## config.mk

```make
export PLATFORM = sky130hd
export DESIGN_NAME = mldc_out_fifo
export DESIGN_NICKNAME = d
export VERILOG_FILES = /design/src/mldc_pkg.sv /design/src/mldc_out_fifo.sv
export SDC_FILE = /design/constraint.sdc
export NUM_CORES = 1
export LEC_CHECK = 0
export ABC_AREA = 0
export BUFFER_PORTS_ARGS = -buffer_cell sky130_fd_sc_hd__buf_2
export CORE_MARGIN = 1.5
export CORE_UTILIZATION = 40
export DETAILED_ROUTE_END_ITERATION = 10
export PLACE_DENSITY = 0.66
export SLEW_MARGIN = 5
export SYNTH_ARGS = -nofsm -noshare
export SYNTH_HDL_FRONTEND = slang
export SYNTH_SLANG_ARGS = --single-unit
```

## constraint.sdc

```tcl
create_clock -name clk -period 2.8 [get_ports clk]
set_clock_uncertainty 0.05 [all_clocks]
set_input_delay 0.56 -clock clk [delete_from_list [all_inputs] [get_ports clk]]
set_output_delay 0.56 -clock clk [all_outputs]
set_load 0.01 [all_outputs]
```

## src/mldc_pkg.sv

```systemverilog
package mldc_pkg;

  // Fixed field widths of the stream payloads
  localparam int LIST_INDEX_W    = 4;
  localparam int PUSH_VALUE_W    = 32;
  localparam int ELEM_VALUE_W    = 32;
  localparam int ELEM_POS_W      = 5;
  localparam int LISTS_IN_USE_W  = 5;
  localparam int S_TDATA_W       = 40;
  localparam int M_TDATA_W       = 40;

  // Lists reachable through the list_index field
  localparam int MAX_ADDRESSABLE = 1 << LIST_INDEX_W;

  localparam logic [LISTS_IN_USE_W-1:0] LISTS_IN_USE_RESET = 5'd16;

  // Result queue between element RAM and master port
  localparam int OUTQ_DEPTH = 2;

  typedef enum logic [1:0] {
    CMD_PUSH  = 2'd0,
    CMD_DUMP  = 2'd1,
    CMD_CLEAR = 2'd2
  } cmd_t;

  typedef enum logic {
    ST_IDLE = 1'b0,
    ST_DUMP = 1'b1
  } state_t;

  typedef struct packed {
    logic [ELEM_VALUE_W-1:0] value;
    logic [ELEM_POS_W-1:0]   pos;
    logic                    last;
    logic                    empty;
    logic                    ovf;
  } out_item_t;

endpackage

```

## src/mldc_out_fifo.sv

```systemverilog
module mldc_out_fifo (
  input  logic                clk,
  input  logic                rst,
  input  logic                push,
  input  mldc_pkg::out_item_t push_item,
  input  logic                pop,
  output logic [1:0]          count,
  output logic                valid,
  output mldc_pkg::out_item_t head
);

  mldc_pkg::out_item_t slots [mldc_pkg::OUTQ_DEPTH];
  logic                wr_ptr;
  logic                rd_ptr;

  assign valid = (count != 2'd0);
  assign head  = slots[rd_ptr];

  always_ff @(posedge clk) begin
    if (rst) begin
      count  <= 2'd0;
      wr_ptr <= 1'b0;
      rd_ptr <= 1'b0;
    end else begin
      if (push) begin
        wr_ptr <= ~wr_ptr;
      end
      if (pop) begin
        rd_ptr <= ~rd_ptr;
      end
      count <= count + {1'b0, push} - {1'b0, pop};
    end
  end

  always_ff @(posedge clk) begin
    if (push) begin
      slots[wr_ptr] <= push_item;
    end
  end

endmodule

```

======== Yosys cells after proc, flatten, opt, wreduce, memory -nomap -nowiden ========
Memory sizes are Yosys's and may differ from the RTL's. A register that Yosys moved wholly into a read port is not among the register bits.
Index checks and enable logic that the tools add are counted.
storage, ports and cells
  register bits after elaboration ......... 4
  bits in writable memories ............... 80
  bits of input ports ..................... 44
  memories kept ........................... 1
memories
  name   depth  bits a word  rd ports  clocked after Yosys merged registers in  wr ports  RTL line             text
  slots  2      40           1         1                                        1         mldc_out_fifo.sv:12  mldc_pkg::out_item_t slots [mldc_pkg::OUTQ_DEPTH];
operators by class
  add/subtract/negate cells ............... 2
  muxes and demuxes ....................... 4
  bitwise operators ....................... 2
  reductions and logical operators ........ 1
operators by type and width
  kind                       number
  two-way mux 1 bit          4
  adder 2 x 1 -> 2 bit       1
  inverter 1 bit             2
  nonzero test 2 bit         1
  subtractor 2 x 1 -> 2 bit  1

======== Depth between registers and ports, before layout ========
  word-level depth ........................ 3
  depth in mapped cells ................... 6
  depth with buffers taken out ............ 6

======== Worst setup path after synthesis ========
No wires, ideal clock.
  path type ............................... input -> register
  start ................................... input push
  end ..................................... memory slots[0][0] in the netlist's numbering (enable)
  setup time .............................. 0.442 ns
  data arrival time ....................... 2.349 ns
  required time ........................... 2.308 ns
  slack ................................... -0.041 ns
  stages .................................. 1
  buffers on the path ..................... 0
  cells stage by stage .................... nor2b_1
on the way
  word-level cells in the longest chain between the ends .. 2
ends and longest elaborated chain
  what                                     RTL line             text
  start, declared                          mldc_out_fifo.sv:4   input logic push,
  two-way mux 1 bit                        mldc_out_fifo.sv:36  if (push) begin
  two-way mux 1 bit (not written as such)  mldc_out_fifo.sv:37  slots[wr_ptr] <= push_item;
  end, declared                            mldc_out_fifo.sv:12
No other way between the ends.

==> summary.md <==
| Metric | Value |
|---|---|
| Status | finished, final reports clean |
| Buffer count from post-CTS setup fixing | 0 |
| Area Overhead vs Synth | 24.78% |
| HPWL Detailed | 3.375 mm |
| PortBufs | 86 |
| Drt drc | 0 |
| Highest routed layer | met4 |
| Final setup vio count | 0 |
| First-pass GRT wire length | 7.679 mm |
| Max Fclk | 0.4310 GHz |
| Critical Path AT | 1.71 ns |
| Critical path class | register to output pin |
| Synth Instances | 144 |
| Metal3 WL | 223 um |
| Met1 WL | 2.217 mm |
| Vias per inst | ~4.6 |
| Total gr overflow | 0 |
| CTS Root Cell | clkbuf_8 |
| Final Cycle Share | 82.87% |
| Latest clock arrival within the worst-skew pair | 0.33 ns |
| YS warnings | 0 |
| VDD IR max | between 0.3 and 0.4 mV |
| FP Rows | 31 |
| Critical Path Fanout Max | 24 |
| Share of cells above drive strength 1 | 60.00% |
| Clock transition at path regs | 0.08 ns |
| CTS buffer count | 9 |
| Worst-margin pin slew | 0.5494 ns |
| Crit start category | register |
| H-tree lvl count | 3 |
| Placer Congestion | 0.6977 |
| CTS tree | yes |
| Final slew viol count | 0 |
| Total track usage | between 10% and 20% |
| # IOs | 87 |
| Iter 0 DRT Violations | 50 |
| Vias | approximately 1600 |
| DR pass1 iterations | 4 |
| Layout Cells excl Fill | between 300 and 400 |
| Post-route ant nets | 0 |
| Cell variety after synth | 12 |
| Sequential area share after synthesis | 80.45% |
| Die H | 91.18 um |
| CTS Sinks | 85 |
| Dpl cells | 328 |
| Core Box Area | 7370 um2 |
| Avg WL per Cell | 14.83 um |
| Initial antenna violation count | 0 |
| RSZ-0062 raised after global routing | false |
| Max Cap Viol | 0 |
| Largest net degree at the start of global routing | 26 |
| # nets final | 286 |
| Leakage | around 1.5 nW |
| Relative slew slack | 63.30% |
| Worst path required time | 2.19 ns |
| Clock buffer depth | 2 |
| Worst hold slack | 0.3582 ns |
| Die ar. | just over 8000 um2 |
| Min-Delay Path Class | input port to register |
| Yosys reg bits | 85 |
| Hold Fails Final Rpt | 0 |
| CP endpoint kind | output pin |
| Cell area after synthesis | 3110 um2 |
| Diode count | 0 |
| Die Wd | 91.18 um |
| Starting Density | 42.21% |
| Hold-fix buffers, CTS | 0 |
| Vias in the first global route | 1498 |
| Net Count, Synth | 190 |
| PostCTS Resize Cnt | 0 |
| Commonest non-fill, non-tap cell in the layout | buf_2 |
| Most frequent cells in the layout | buf_2 (86), edfxtp_1 (80), mux2_2 (40), clkbuf_8 (9) |
| Pwr dens | about 680 nW/um2 |
| Post-route cell area | 3881 um2 |
| Avg Cell Area, Syn | approximately 22 um2 |
| Min Tclk post-route | 2.320 ns |
| Placed instance area | 3690 um2 |
| DRT Wirelength | a little over 5 mm |
| Routed met2 length | 2.606 mm |
| TNS Setup | 0 ns |
[metal layers]
layer  vias to the layer above  GRT usage (%)
met4                         0          5.469
met3                         6          3.099
met1                       787          14.98
met2                        44          21.02
met5                         -              0
li1                        752              -
[logic make-up (layout without fill, tap and decap cells)]
logic type / after synthesis / after routing / share of synthesized area (%)
buf+inv: 6 / 107 / 1.689
mux: 40 / 40 / 14.48
xor+xnor: 3 / 3 / 1.287
fa+ha+maj: 2 / 2 / 0.8044
simple gates: 8 / 8 / 1.287
flops: 85 / 85 / 80.45
[cells in the mapped netlist (all sizes together)]
cell type   n  area (um2)
dfxtp       5       100.1
xnor3       1       22.52
nor2        4       15.01
ha          2       25.02
edfxtp     80        2402
buf         4       45.04
inv         2       7.510
and2        1       6.260
xnor2       2       17.52
mux2       40       450.4
or2         1       6.260
nor2b       2       12.51
[power by group]
part	switching (mW)	internal [mW]	leakage, nW
combinational	0.158	0.171	0.581
sequential	0.0327	1.48	0.793
clock	0.403	0.411	0.0939
total	0.594	2.06	1.47
[metrics by stage]
stage          setup slack (ns)  utilization (%)  total power, mW
2_1_floorplan            0.7030                -            1.729
4_1_cts                  0.4341            52.67            2.689
6_report                 0.4796            52.67            2.655
3_3_place_gp             0.8236            50.07            1.870
5_1_grt                  0.3848            52.67            2.761
3_5_place_dp             0.8115            50.07            1.877
[layout make-up]
class,count,area [um2]
inverter,2,7.507
clock buffer,10,127.6
multi-input combinational,53,564.3
clock inverter,6,63.81
sequential,85,2504
fill,628,3488
timing repair buffer,89,490.5
tap,99,123.9
[worst max-delay path: stages, from the launching register on]
cell	delay, ns
dfxtp_2	0.61
buf_12	0.24
mux2_2	0.36
buf_2	0.14
[registers in the layout, indices dropped and copies added, names as in the netlist, named ones only]
| name | cells |
|---|---|
| wr_ptr | 1 |
| count | 2 |
| slots | 80 |
| rd_ptr | 1 |
[final timing paths]
path | from | slack [ns] | cells after the start | to
setup reg to reg | wr_ptr | 1.33 | 2 | slots[1][0]
hold / removal | push_item[21] | 0.36 | 1 | slots[0][21]
setup / recovery | register | 0.48 | 3 | head[8]
hold reg to reg | rd_ptr | 0.47 | 2 | rd_ptr
No activity file was read; power rests on OpenSTA's default activity.
